### config.mk
export PLATFORM = sky130hd
export DESIGN_NAME = aabb_collider_table
export DESIGN_NICKNAME = d
export VERILOG_FILES = /design/src/rtl/act_pkg.sv /design/src/rtl/aabb_collider_table.sv /design/src/rtl/act_ram.sv /design/src/rtl/act_ctrl.sv /design/src/rtl/act_dp.sv
export VERILOG_INCLUDE_DIRS = /design/src /design/src/rtl
export SDC_FILE = /design/constraint.sdc
export NUM_CORES = 2
export LEC_CHECK = 0
export CORE_MARGIN = 2
export CORE_UTILIZATION = 35
export DETAILED_ROUTE_END_ITERATION = 8
export DONT_BUFFER_PORTS = 1
export HOLD_SLACK_MARGIN = 0.02
export PLACE_DENSITY_LB_ADDON = 0.1
export RECOVER_POWER = 25
export SLEW_MARGIN = 10
export SYNTH_ARGS = -nofsm -noshare
export SYNTH_HDL_FRONTEND = slang
export SYNTH_SLANG_ARGS = --single-unit
### constraint.sdc
create_clock -name i_clk -period 6.4 [get_ports i_clk]
set_input_delay 1.28 -clock i_clk [delete_from_list [all_inputs] [get_ports i_clk]]
set_output_delay 1.28 -clock i_clk [all_outputs]
set_load 0.05 [all_outputs]
### src/rtl/aabb_collider_table_assert.svh
// assertion macros for the collider table
// used by rtl modules that carry concurrent checks; expects i_clk and i_rst_n in scope
`ifndef AABB_COLLIDER_TABLE_ASSERT_SVH
`define AABB_COLLIDER_TABLE_ASSERT_SVH

// same-cycle implication
`define ACT_ASSERT_IMP(label, ante, cons, msg) \
    label: assert property (@(posedge i_clk) disable iff (!i_rst_n) (ante) |-> (cons)) \
        else $error(msg);

// next-cycle implication
`define ACT_ASSERT_NXT(label, ante, cons, msg) \
    label: assert property (@(posedge i_clk) disable iff (!i_rst_n) (ante) |=> (cons)) \
        else $error(msg);

`endif

### src/rtl/act_pkg.sv
// shared types and constants of the collider table
// no dependencies; imported by act_ctrl, act_dp and aabb_collider_table
package act_pkg;

    localparam int SLOTS       = 16;
    localparam int COORD_BITS  = 16;
    localparam int MAX_RESULTS = 16;

    localparam int SLOT_W  = $clog2(SLOTS);
    localparam int CNT_W   = $clog2(MAX_RESULTS);
    localparam int DIM_W   = 15;
    localparam int KIND_W  = 2;
    localparam int REC_W   = 2 * COORD_BITS + 2 * DIM_W + KIND_W + 1;
    localparam int SUM_W   = ((COORD_BITS > DIM_W + 1) ? COORD_BITS : DIM_W + 1) + 1;
    localparam int IN_W    = 72;
    localparam int OUT_W   = 16;
    localparam int MTX_W   = 16;

    localparam logic [MTX_W-1:0] NOTIFY_RESET = 16'd3208;

    typedef enum logic [2:0] {
        OP_ADD   = 3'd0,
        OP_ERASE = 3'd1,
        OP_PURGE = 3'd2,
        OP_SCAN  = 3'd3,
        OP_CLEAR = 3'd4
    } t_op;

    typedef struct packed {
        logic accept;
        logic exec;
        logic base;
        logic step;
        logic done;
    } t_dp_cmd;

    typedef struct packed {
        logic is_scan;
        logic scan_ok;
        logic next_ok;
        logic last_slot;
        logic stall;
        logic out_free;
    } t_dp_st;

endpackage

### src/rtl/aabb_collider_table.sv
// top level of the collider table: stream ports, configuration register write port
// depends on act_pkg, act_ctrl, act_dp (which holds act_ram)
//
// One item is taken at a time; s_axis_tready is high only between items. Add, erase, purge,
// clear and unused op codes pass through the exec and done states to the done result. A scan
// of an occupied slot s passes through exec and base and then walks each higher slot, as the
// single read port of the rectangle ram reads the table one slot per cycle while no pair result
// is held up by downstream back-pressure. The result register lets the next item be taken
// while the done result is still waiting on m_axis.
module aabb_collider_table
    import act_pkg::*;
(
    input  logic             i_clk,
    input  logic             i_rst_n,
    input  logic             i_cfg_we,
    input  logic [MTX_W-1:0] i_cfg_wdata,     // notify_matrix
    input  logic             s_axis_tvalid,
    output logic             s_axis_tready,
    // op[2:0] slot[6:3] rect_x[22:7] rect_y[38:23] rect_w[53:39] rect_h[68:54]
    // kind[70:69] has_listener[71]
    input  logic [IN_W-1:0]  s_axis_tdata,
    output logic             m_axis_tvalid,
    input  logic             m_axis_tready,
    // first_slot[3:0] second_slot[7:4] notify_first[8] notify_second[9] table_full[10]
    output logic [OUT_W-1:0] m_axis_tdata,
    output logic             m_axis_tuser,    // pair_valid
    output logic             m_axis_tlast
);

    t_dp_cmd cmd;
    t_dp_st  st;

    act_ctrl u_ctrl (
        .i_clk      (i_clk),
        .i_rst_n    (i_rst_n),
        .i_s_tvalid (s_axis_tvalid),
        .o_s_tready (s_axis_tready),
        .i_st       (st),
        .o_cmd      (cmd)
    );

    act_dp u_dp (
        .i_clk       (i_clk),
        .i_rst_n     (i_rst_n),
        .i_s_tdata   (s_axis_tdata),
        .i_cfg_we    (i_cfg_we),
        .i_cfg_wdata (i_cfg_wdata),
        .i_cmd       (cmd),
        .o_st        (st),
        .i_m_tready  (m_axis_tready),
        .o_m_tvalid  (m_axis_tvalid),
        .o_m_tdata   (m_axis_tdata),
        .o_m_tuser   (m_axis_tuser),
        .o_m_tlast   (m_axis_tlast)
    );

endmodule

### src/rtl/act_ram.sv
// generic single-write, single-read ram with registered read data
// no dependencies
module act_ram #(
    parameter int WIDTH = 8,
    parameter int DEPTH = 16
) (
    input  logic                     i_clk,
    input  logic                     i_we,
    input  logic [$clog2(DEPTH)-1:0] i_waddr,
    input  logic [WIDTH-1:0]         i_wdata,
    input  logic [$clog2(DEPTH)-1:0] i_raddr,
    output logic [WIDTH-1:0]         o_rdata
);

    logic [WIDTH-1:0] r_mem [DEPTH];
    logic [WIDTH-1:0] r_rdata;

    always_ff @(posedge i_clk) begin
        if (i_we) begin
            r_mem[i_waddr] <= i_wdata;
        end
        r_rdata <= r_mem[i_raddr];
    end

    assign o_rdata = r_rdata;

endmodule

### src/rtl/act_ctrl.sv
// controller state machine of the collider table
// depends on act_pkg; drives act_dp through t_dp_cmd and reads t_dp_st
module act_ctrl
    import act_pkg::*;
(
    input  logic    i_clk,
    input  logic    i_rst_n,
    input  logic    i_s_tvalid,
    output logic    o_s_tready,
    input  t_dp_st  i_st,
    output t_dp_cmd o_cmd
);

    typedef enum logic [4:0] {
        S_IDLE = 5'b00001,
        S_EXEC = 5'b00010,
        S_BASE = 5'b00100,
        S_SCAN = 5'b01000,
        S_DONE = 5'b10000
    } t_state;

    t_state r_state;
    t_state n_state;

    always_comb begin
        n_state = r_state;
        o_cmd   = '0;
        unique case (r_state)
            S_IDLE: begin
                o_cmd.accept = i_s_tvalid;
                if (i_s_tvalid) begin
                    n_state = S_EXEC;
                end
            end
            S_EXEC: begin
                o_cmd.exec = 1'b1;
                n_state    = (i_st.is_scan && i_st.scan_ok) ? S_BASE : S_DONE;
            end
            S_BASE: begin
                o_cmd.base = 1'b1;
                n_state    = i_st.next_ok ? S_SCAN : S_DONE;
            end
            S_SCAN: begin
                o_cmd.step = !i_st.stall;
                if (!i_st.stall && i_st.last_slot) begin
                    n_state = S_DONE;
                end
            end
            S_DONE: begin
                o_cmd.done = i_st.out_free;
                if (i_st.out_free) begin
                    n_state = S_IDLE;
                end
            end
            default: begin
                n_state = S_IDLE;
            end
        endcase
    end

    always_ff @(posedge i_clk) begin
        if (!i_rst_n) begin
            r_state <= S_IDLE;
        end else begin
            r_state <= n_state;
        end
    end

    assign o_s_tready = (r_state == S_IDLE);

endmodule

### src/rtl/act_dp.sv
// datapath of the collider table: slot flags, rectangle store, overlap test, result register
// depends on act_pkg, act_ram and aabb_collider_table_assert.svh
`include "aabb_collider_table_assert.svh"

module act_dp
    import act_pkg::*;
(
    input  logic             i_clk,
    input  logic             i_rst_n,
    input  logic [IN_W-1:0]  i_s_tdata,
    input  logic             i_cfg_we,
    input  logic [MTX_W-1:0] i_cfg_wdata,
    input  t_dp_cmd          i_cmd,
    output t_dp_st           o_st,
    input  logic             i_m_tready,
    output logic             o_m_tvalid,
    output logic [OUT_W-1:0] o_m_tdata,
    output logic             o_m_tuser,
    output logic             o_m_tlast
);

    // latched input item
    t_op                          r_op;
    logic [3:0]                   r_slot;
    logic [SLOT_W-1:0]            r_slot_idx;
    logic                         r_slot_ok;
    logic signed [COORD_BITS-1:0] r_x;
    logic signed [COORD_BITS-1:0] r_y;
    logic [DIM_W-1:0]             r_w;
    logic [DIM_W-1:0]             r_h;
    logic [KIND_W-1:0]            r_kind;
    logic                         r_lis;

    logic [SLOTS-1:0] r_occ, n_occ;
    logic [SLOTS-1:0] r_mark, n_mark;
    logic [MTX_W-1:0] r_matrix;

    // scanned slot
    logic signed [COORD_BITS-1:0] r_bx;
    logic signed [COORD_BITS-1:0] r_by;
    logic [DIM_W-1:0]             r_bw;
    logic [DIM_W-1:0]             r_bh;
    logic [KIND_W-1:0]            r_bkind;
    logic                         r_blis;

    logic [SLOT_W-1:0] r_k;
    logic [CNT_W-1:0]  r_npairs;
    logic [3:0]        r_res_first;
    logic              r_res_full;

    logic       r_out_valid, n_out_valid;
    logic       r_out_pv;
    logic [3:0] r_out_first;
    logic [3:0] r_out_second;
    logic       r_out_nf;
    logic       r_out_ns;
    logic       r_out_full;
    logic       r_out_last;

    logic              free_found;
    logic [SLOT_W-1:0] free_idx;
    logic              ram_we;
    logic [SLOT_W-1:0] ram_raddr;
    logic [REC_W-1:0]  ram_wdata;
    logic [REC_W-1:0]  ram_q;

    logic signed [COORD_BITS-1:0] q_x;
    logic signed [COORD_BITS-1:0] q_y;
    logic [DIM_W-1:0]             q_w;
    logic [DIM_W-1:0]             q_h;
    logic [KIND_W-1:0]            q_kind;
    logic                         q_lis;

    logic signed [SUM_W-1:0] px, pxe, py, pye, qx, qxe, qy, qye;
    logic overlap;
    logic hit;
    logic out_free;
    logic load_pair;

    // lowest free slot
    always_comb begin
        free_found = 1'b0;
        free_idx   = '0;
        for (int i = SLOTS - 1; i >= 0; i--) begin
            if (!r_occ[i]) begin
                free_found = 1'b1;
                free_idx   = SLOT_W'(i);
            end
        end
    end

    always_ff @(posedge i_clk) begin
        if (i_cmd.accept) begin
            r_op       <= t_op'(i_s_tdata[2:0]);
            r_slot     <= i_s_tdata[6:3];
            r_slot_idx <= SLOT_W'(i_s_tdata[6:3]);
            r_slot_ok  <= (32'(i_s_tdata[6:3]) < SLOTS);
            r_x        <= COORD_BITS'($signed(i_s_tdata[22:7]));
            r_y        <= COORD_BITS'($signed(i_s_tdata[38:23]));
            r_w        <= i_s_tdata[53:39];
            r_h        <= i_s_tdata[68:54];
            r_kind     <= i_s_tdata[70:69];
            r_lis      <= i_s_tdata[71];
        end
    end

    always_ff @(posedge i_clk) begin
        if (!i_rst_n) begin
            r_matrix <= NOTIFY_RESET;
        end else if (i_cfg_we) begin
            r_matrix <= i_cfg_wdata;
        end
    end

    always_comb begin
        n_occ  = r_occ;
        n_mark = r_mark;
        if (i_cmd.exec) begin
            unique case (r_op)
                OP_ADD: begin
                    if (free_found) begin
                        n_occ[free_idx]  = 1'b1;
                        n_mark[free_idx] = 1'b0;
                    end
                end
                OP_ERASE: begin
                    if (r_slot_ok && r_occ[r_slot_idx]) begin
                        n_mark[r_slot_idx] = 1'b1;
                    end
                end
                OP_PURGE: begin
                    n_occ  = r_occ & ~r_mark;
                    n_mark = '0;
                end
                OP_CLEAR: begin
                    n_occ  = '0;
                    n_mark = '0;
                end
                default: begin
                end
            endcase
        end
    end

    always_ff @(posedge i_clk) begin
        if (!i_rst_n) begin
            r_occ  <= '0;
            r_mark <= '0;
        end else begin
            r_occ  <= n_occ;
            r_mark <= n_mark;
        end
    end

    assign ram_we    = i_cmd.exec && (r_op == OP_ADD) && free_found;
    assign ram_wdata = {r_lis, r_kind, r_h, r_w, r_y, r_x};

    always_comb begin
        priority if (i_cmd.base) begin
            ram_raddr = r_slot_idx + SLOT_W'(1);
        end else if (i_cmd.step) begin
            ram_raddr = r_k + SLOT_W'(1);
        end else if (i_cmd.exec) begin
            ram_raddr = r_slot_idx;
        end else begin
            ram_raddr = r_k;
        end
    end

    act_ram #(
        .WIDTH (REC_W),
        .DEPTH (SLOTS)
    ) u_rect_ram (
        .i_clk   (i_clk),
        .i_we    (ram_we),
        .i_waddr (free_idx),
        .i_wdata (ram_wdata),
        .i_raddr (ram_raddr),
        .o_rdata (ram_q)
    );

    assign q_x    = ram_q[COORD_BITS-1:0];
    assign q_y    = ram_q[2*COORD_BITS-1:COORD_BITS];
    assign q_w    = ram_q[2*COORD_BITS+DIM_W-1:2*COORD_BITS];
    assign q_h    = ram_q[2*COORD_BITS+2*DIM_W-1:2*COORD_BITS+DIM_W];
    assign q_kind = ram_q[REC_W-2:REC_W-1-KIND_W];
    assign q_lis  = ram_q[REC_W-1];

    always_ff @(posedge i_clk) begin
        if (i_cmd.base) begin
            r_bx    <= q_x;
            r_by    <= q_y;
            r_bw    <= q_w;
            r_bh    <= q_h;
            r_bkind <= q_kind;
            r_blis  <= q_lis;
        end
    end

    // edge sums one bit wider than the coordinates, so that coordinate plus extent cannot overflow
    assign px  = SUM_W'(r_bx);
    assign pxe = SUM_W'(r_bx) + SUM_W'(r_bw);
    assign py  = SUM_W'(r_by);
    assign pye = SUM_W'(r_by) + SUM_W'(r_bh);
    assign qx  = SUM_W'(q_x);
    assign qxe = SUM_W'(q_x) + SUM_W'(q_w);
    assign qy  = SUM_W'(q_y);
    assign qye = SUM_W'(q_y) + SUM_W'(q_h);

    assign overlap = (px < qxe) && (pxe > qx) && (py < qye) && (pye > qy);
    assign hit     = r_occ[r_k] && overlap && (r_npairs < CNT_W'(MAX_RESULTS - 1));

    assign out_free  = !r_out_valid || i_m_tready;
    assign load_pair = i_cmd.step && hit;

    always_ff @(posedge i_clk) begin
        if (i_cmd.exec) begin
            r_npairs    <= '0;
            r_res_full  <= (r_op == OP_ADD) && !free_found;
            if ((r_op == OP_ADD) && free_found) begin
                r_res_first <= 4'(free_idx);
            end else if (r_op == OP_SCAN) begin
                r_res_first <= r_slot;
            end else begin
                r_res_first <= '0;
            end
        end else if (load_pair) begin
            r_npairs <= r_npairs + CNT_W'(1);
        end
        if (i_cmd.base) begin
            r_k <= r_slot_idx + SLOT_W'(1);
        end else if (i_cmd.step) begin
            r_k <= r_k + SLOT_W'(1);
        end
    end

    always_comb begin
        n_out_valid = r_out_valid;
        if (load_pair || i_cmd.done) begin
            n_out_valid = 1'b1;
        end else if (i_m_tready) begin
            n_out_valid = 1'b0;
        end
    end

    always_ff @(posedge i_clk) begin
        if (!i_rst_n) begin
            r_out_valid <= 1'b0;
        end else begin
            r_out_valid <= n_out_valid;
        end
    end

    always_ff @(posedge i_clk) begin
        if (load_pair) begin
            r_out_pv     <= 1'b1;
            r_out_first  <= r_slot;
            r_out_second <= 4'(r_k);
            r_out_nf     <= r_matrix[{r_bkind, q_kind}] & r_blis;
            r_out_ns     <= r_matrix[{q_kind, r_bkind}] & q_lis;
            r_out_full   <= 1'b0;
            r_out_last   <= 1'b0;
        end else if (i_cmd.done) begin
            r_out_pv     <= 1'b0;
            r_out_first  <= r_res_first;
            r_out_second <= '0;
            r_out_nf     <= 1'b0;
            r_out_ns     <= 1'b0;
            r_out_full   <= r_res_full;
            r_out_last   <= 1'b1;
        end
    end

    assign o_st.is_scan   = (r_op == OP_SCAN);
    assign o_st.scan_ok   = r_slot_ok && r_occ[r_slot_idx];
    assign o_st.next_ok   = (r_slot_idx != SLOT_W'(SLOTS - 1));
    assign o_st.last_slot = (r_k == SLOT_W'(SLOTS - 1));
    assign o_st.stall     = hit && !out_free;
    assign o_st.out_free  = out_free;

    assign o_m_tvalid = r_out_valid;
    assign o_m_tdata  = {5'b0, r_out_full, r_out_ns, r_out_nf, r_out_second, r_out_first};
    assign o_m_tuser  = r_out_pv;
    assign o_m_tlast  = r_out_last;

    `ACT_ASSERT_IMP(a_mark_on_occupied, 1'b1, (r_mark & ~r_occ) == '0, "delete mark on free slot")
    `ACT_ASSERT_NXT(a_add_takes_slot, i_cmd.exec && (r_op == OP_ADD) && free_found, $countones(r_occ) == $past($countones(r_occ)) + 1, "add did not take one slot")
    `ACT_ASSERT_NXT(a_pair_order, load_pair, r_out_valid && r_out_pv && (r_out_second > r_out_first), "pair result out of order")

endmodule

# Word level (Yosys, flattened, before mapping)
# Memory sizes are Yosys's and may differ from the RTL's. A register that Yosys moved wholly into a read port is not among the register bits.
# Index checks and enable logic that the tools add are counted.
[totals]
ff_bits = 217
output_inout_bits = 20
in_bits = 93
mem_bits_rw = 1040
mem_count = 1
[memory_table]
columns = ["name", "words", "width", "read_ports", "rd_ports_with_merged_regs", "write_ports", "line", "rtl"]
rows = [
  ["u_dp.u_rect_ram.r_mem", 16, 65, 1, 1, 1, "act_ram.sv:15", "logic [WIDTH-1:0] r_mem [DEPTH];"],
]
[op_classes]
n_eq_ne = 16
n_reduce_logical = 31
order_cmp = 12
mux = 78
bitwise = 8
n_addsub = 7
[op_table]
columns = ["op", "n"]
rows = [
  ["2-to-1 mux 4 bit", 27],
  ["one-hot mux 16 bit (3 select lines)", 2],
  ["adder 16 x 16 -> 17 bit", 4],
  ["2-to-1 mux 16 bit", 3],
  ["> comparator 17 x 16 -> 1 bit", 2],
  ["less-than comparator 16 x 17 -> 1 bit", 2],
  ["2-to-1 mux 1 bit", 34],
  ["AND 16 bit", 2],
  ["inverter 16 bit", 2],
  ["bitwise OR 16 bit", 2],
  ["less-than comparator 4 x 5 -> 1 bit (second input constant)", 5],
  ["2-to-1 mux 5 bit", 5],
  ["one-hot mux 5 bit (5 select lines)", 1],
  ["binary-select mux 1 bit (select 4 bit)", 4],
  ["logical AND 1 bit", 15],
  ["adder 4 x 1 -> 4 bit (second input constant)", 3],
  ["demux 1 bit (select 4 bit)", 2],
  [">= comparator 4 x 1 -> 1 bit (second input constant)", 2],
  ["== test 3 x 2 -> 1 bit (second input constant)", 2],
  ["inequality test 2 x 1 -> 1 bit (second input constant)", 3],
  ["AND reduction 3 bit", 2],
  ["nonzero test 2 bit", 3],
  ["nonzero test 3 bit", 2],
  ["== test 5 x 1 -> 1 bit (second input constant)", 1],
  ["other kinds (16)", 22],
]

# Depth between registers and ports, before layout
[depth]
ltp_word = 24
depth_mapped = 30
ltp_nobuf = 26

# Hierarchy
# A second synthesis with hierarchy kept.
[unflattened]
hier_cells = 2840
hier_area_um2 = 52979.6
[by_module_without_submodules]
columns = ["mod", "cells_per_inst", "area_each_um2", "seq_area_each_um2", "instances"]
rows = [
  ["act_ram", 1673, 40239.8, 32531.2, 1],
  ["act_dp", 1130, 12426.9, 5805.6, 1],
  ["act_ctrl", 37, 312.8, 100.1, 1],
]

# Least setup slack after synthesis
# OpenSTA, ideal clock, no wires.
[synth_path]
kind = "flip-flop to flip-flop"
from = "register u_dp.u_rect_ram.r_rdata[16] (netlist: u_dp.u_rect_ram.o_rdata[16]), read port of u_dp.u_rect_ram.r_mem"
to = "register u_dp.u_rect_ram.r_rdata[10] (netlist: u_dp.u_rect_ram.o_rdata[10]), read port of u_dp.u_rect_ram.r_mem"
n_path_buf = 2
slack_ns = 0.253
t_arrival_ns = 6.013
period_less_slack_ns = 6.147
stages_incl_launch_ff = 28
path_cell_list = "dfxtp_1 ha_1 fa_1 a21o_1 a21oi_1 o21bai_1 a21oi_1 o21bai_1 a21oi_1 o21bai_1 a2111o_1 nand2_1 o221ai_1 or3_1 ha_1 or4b_1 a221oi_1 o21ai_0 nand2_1 o2111ai_4 nor3_4 nor2_4 a211oi_2 buf_2 buf_2 mux2i_1 o22ai_1 or4_1"
[synth_via]
elab_chain_len = 11
elab_cells_between_ends = 12
classes_between = "1 x add/sub; 2 x order compare; 3 x mux; 6 x reduce/logical"
[synth_lines]
columns = ["element", "line", "rtl"]
rows = [
  ["start, declared", "act_ram.sv:16", "logic [WIDTH-1:0] r_rdata;"],
  ["adder 16 x 16 -> 17 bit", "act_dp.sv:208", "assign qye = SUM_W'(q_y) + SUM_W'(q_h);"],
  ["less-than comparator 16 x 17 -> 1 bit", "act_dp.sv:210", "assign overlap = (px < qxe) && (pxe > qx) && (py < qye) && (pye > qy);"],
  ["logical AND 1 bit", "act_dp.sv:210", ""],
  ["logical AND 1 bit (*)", "act_dp.sv:210", ""],
  ["logical AND 1 bit (*) (2 in series)", "act_dp.sv:211", "assign hit = r_occ[r_k] && overlap && (r_npairs < CNT_W'(MAX_RESULTS - 1));"],
  ["logical AND 1 bit (*)", "act_dp.sv:278", "assign o_st.stall = hit && !out_free;"],
  ["zero test 1 bit (*)", "act_ctrl.sv:44", "o_cmd.step = !i_st.stall;"],
  ["2-to-1 mux 1 bit (*)", "act_ctrl.sv:28", "unique case (r_state)"],
  ["2-to-1 mux 4 bit (*)", "act_dp.sv:161", "end else if (i_cmd.step) begin"],
  ["2-to-1 mux 4 bit (*)", "act_dp.sv:159", "priority if (i_cmd.base) begin"],
]
# Mark *: on every way between the ends. The rest lies on a longest branch, timed or not.
# A chain may end at the register's enable or synchronous reset.

# Worst setup path after layout
[layout_path]
from = "register u_dp.r_by[1]"
to = "register u_dp.u_rect_ram.r_rdata[60] (netlist: u_dp.u_rect_ram.o_rdata[60]), read port of u_dp.u_rect_ram.r_mem"
[layout_via]
elab_chain_len = 10
elab_cells_between_ends = 12
classes_between = "1 x add/sub; 2 x order compare; 3 x mux; 6 x reduce/logical"
[layout_lines]
columns = ["element", "line", "rtl"]
rows = [
  ["start, declared", "act_dp.sv:40", "logic signed [COORD_BITS-1:0] r_by;"],
  ["start signal, assigned", "act_dp.sv:192", "r_by <= q_y;"],
  ["adder 16 x 16 -> 17 bit or less-than comparator 16 x 17 -> 1 bit (tied branches)", "act_dp.sv:204, act_dp.sv:210", ""],
  ["> comparator 17 x 16 -> 1 bit or logical AND 1 bit (tied branches)", "act_dp.sv:210", ""],
  ["logical AND 1 bit (*)", "act_dp.sv:210", ""],
  ["logical AND 1 bit (*) (2 in series)", "act_dp.sv:211", ""],
  ["logical AND 1 bit (*)", "act_dp.sv:278", ""],
  ["zero test 1 bit (*)", "act_ctrl.sv:44", ""],
  ["2-to-1 mux 1 bit (*)", "act_ctrl.sv:28", ""],
  ["2-to-1 mux 4 bit (*)", "act_dp.sv:161", ""],
  ["2-to-1 mux 4 bit (*)", "act_dp.sv:159", ""],
]
# Marked as above.

==> summary.md <==
| Metric | Value |
|---|---|
| Row cnt | 143 |
| Failing checks | negative setup slack |
| Worst Setup EP | u_dp.u_rect_ram.o_rdata[60] |
| Die W | 396 um |
| Lkg Pwr | 23.9 nW |
| Worst-path clk slew | 0.06 ns |
| Root Buffer | clkbuf_16 |
| Clock buffer depth | 3 |
| Die area | 156000 sq um |
| Final hold vios | 0 |
| Slew headroom | 20.4% |
| Dpl cells | 5435 |
| Clock Latency Late Sink | 0.80 ns |
| Cts hold-fix bufs | 0 |
| Port Buffer Count | 0 |
| Final core utilization | 43.2% |
| Wire per inst | 25.9 um |
| Synth top area share | 66.9% |
| Hold path cells | 0 |
| Pwr Total | 19.8 mW |
| Starting Density | 35.3% |
| CTS Buf Count | 150 |
| Worst reg2reg startpoint | u_dp.r_by[1] |
| Worst reg-to-reg path cell count | 34 |
| Post-Layout Cell Count | 5820 |
| Die Ht | 396 um |
| PwrDens | 302 nW/um^2 |
| Post-synth EDFFs | 1196 |
| Worst-Margin Slew | 1.19 ns |
| Largest net degree at the start of global routing | 70 |
| Setup TNS | -9.48 ns |
| Area delta synth->final | 22.4% |
| YS warnings | 0 |
| CP Capture Type | register |
| Number of global-route vias before repair | 31000 |
| Tmin final | 6.62 ns |
| FF-to-FF setup slack | -0.22 ns |
| First-pass GRT wire length | 213 mm |
| CTS tree | built |
| Clock skew | 0.0643 ns |
| Setup crit start kind | register |
| # setup viols final | 65 |
| # H-tree levels | 4 |
| CP Data Required Time | 7.03 ns |
| IO Count | 113 |
| Worst Path Max Fanout | 7 |
| Share of cells above drive strength 1 | 20.0% |
| Post-Route WL | 151 mm |
| Max VDD drop | 0.240 mV |
| Synth area leaders | edfxtp_1 67%, mux2i_1 10%, dfxtp_1 4.7% |
| Routability cong. | 0.831 |
| Final HPWL DP | 87.8 mm |
| Maxcap violations | 0 |
| Synth cell count leaders | 1196 x edfxtp_1, 541 x mux2i_1, 262 x o22ai_1 |
| Number of cells on the critical path | 34 |
| Synth Flop Type | edfxtp_1 |
| FFs w/ async S/R, synth | 0% |
| Final Max Slew Viols | 0 |
| Synthesized flop and latch total | 1322 |
| CP startpoint | u_dp.r_by[1] |
| Critical R2R Capture | u_dp.u_rect_ram.o_rdata[60] |
| Arr. time, crit path | 7.26 ns |
| Top-count cell post-synth | edfxtp_1 |
| Register area share after synthesis | 71.6% |
| Iteration-0 DRC Markers | 2106 |
| Synth Area per Inst | 16.2 sq um |
| Max incr delay on CP | 0.41 ns |
| Nets | 3889 |
| Synthesized instance count | 3304 |
| Status | finished with violations |
| Grt ovf | 0 |
| RSZ-0062 raised after global routing | yes |
| Worst Hold Slack | 0.463 ns |
| F_max | 151 MHz |
| Period utilization | 104% |
| Post-Syn Area | 53700 sq um |
| DRC viols | 0 |
| Clock Sink Count | 1322 |
| Crit Path Category | register to register |
| Post-route setup slack | -0.224 ns |
| Critical-path top delay cell | or4_1 |
| Worst Hold Class | register to register |
| CORE AREA | 152000 sq um |
| Antenna violations before repair | 5 |
| Routed Antenna Nets | 0 |
| Unique masters post-synth | 83 |
| Yosys top cell by area | edfxtp_1 |
| GR Util All Layers | 18.6% |
| Buf/Inv on CP | 10 |
| Delay-heaviest family, CP | compound AO/OA/AOI/OAI gates |
| Pre-antenna DRT Iters | 5 |
| Via density | 5.24 |
| Total number of vias | 30500 |
flip-flops by register name, indices dropped and copies added, names as in the netlist, 5 cells and up:
register and cells:
u_dp.r_bx 16, u_dp.r_bh 15, u_dp.u_rect_ram.o_rdata 65, u_dp.r_y 16, u_ctrl.r_state 5, u_dp.r_matrix 16
u_dp.r_h 15, u_dp.r_bw 15, u_dp.r_mark 16, u_dp.r_by 16, u_dp.u_rect_ram.r_mem 1040, u_dp.r_w 15
u_dp.r_x 16, u_dp.r_occ 16
repair_timing:
action / in CTS / in global routing
setup endpoints to repair: 85 / 77
gates resized for setup: 108 / 134
gates cloned: 9 / 11
pin swaps: 43 / 97
buffers inserted: 43 / 45
report_power, final:
group,switching [mW],internal [mW]
logic,0.708,0.677
clock network,3.52,4.94
registers,0.321,9.64
total,4.55,15.3
how the worst min path moves through the flow:
stage                                      from            to  slack (ns)
floorplan           u_dp.u_rect_ram.o_rdata[64]   u_dp.r_blis        0.40
global placement    u_dp.u_rect_ram.o_rdata[47]  u_dp.r_bh[0]        0.43
detailed placement  u_dp.u_rect_ram.o_rdata[47]  u_dp.r_bh[0]        0.43
CTS                 u_dp.u_rect_ram.o_rdata[47]  u_dp.r_bh[0]        0.46
global route        u_dp.u_rect_ram.o_rdata[47]  u_dp.r_bh[0]        0.46
finish              u_dp.u_rect_ram.o_rdata[47]  u_dp.r_bh[0]        0.46
through the flow:
step / setup slack (ns) / cell area (sq um)
detailed placement: -0.788 / 58500
floorplan: 0.253 / 53700
global route: -0.541 / 65700
finish: -0.224 / 65700
global placement: -0.754 / 58500
CTS: -0.184 / 64400
per-layer routing:
layer | track usage [%] | wire length, um | vias to the layer above | share of wire [%]
met1 | 25.5 | 68500 | 15700 | 45
li1 | - | - | 13800 | -
met2 | 30.7 | 72300 | 790 | 48
met4 | 5.21 | 3330 | 0 | 2.2
met5 | 0 | 0 | - | 0
met3 | 2.87 | 6700 | 210 | 4.4
cell usage in the layout, fill, tap and decap left out, types with 59 or more instances in the layout:
cell,count
buf_12,100
buf_4,192
clkbuf_16,161
dfxtp_1,119
edfxtp_1,1196
ha_1,129
inv_1,90
mux2i_1,522
nand2_1,68
nor2_1,102
o21ai_0,61
o22ai_1,231
or4_1,59
layout make-up:
type	instances	area (sq um)
clock buffer	204	4100
clock inverter	77	832
inverter	92	347
tap	2030	2540
fill	13500	86400
antenna	1	2.50
timing repair buffer	362	4660
sequential	1322	38400
multi-input combinational	1732	14800
kinds of logic after synthesis:
kind of cell               Yosys count  share of synthesized area (%)
DFF                               1322                           71.6
muxes                              566                           11.0
AOI/OAI and AO/OA                  544                           6.50
and+or+nand+nor                    428                           4.27
buffers and inverters              254                           2.50
adders and majority gates          136                           3.23
xor gates and xnor gates            53                          0.865
other                                1                        0.00699
Power figures use the tool's default switching activity.
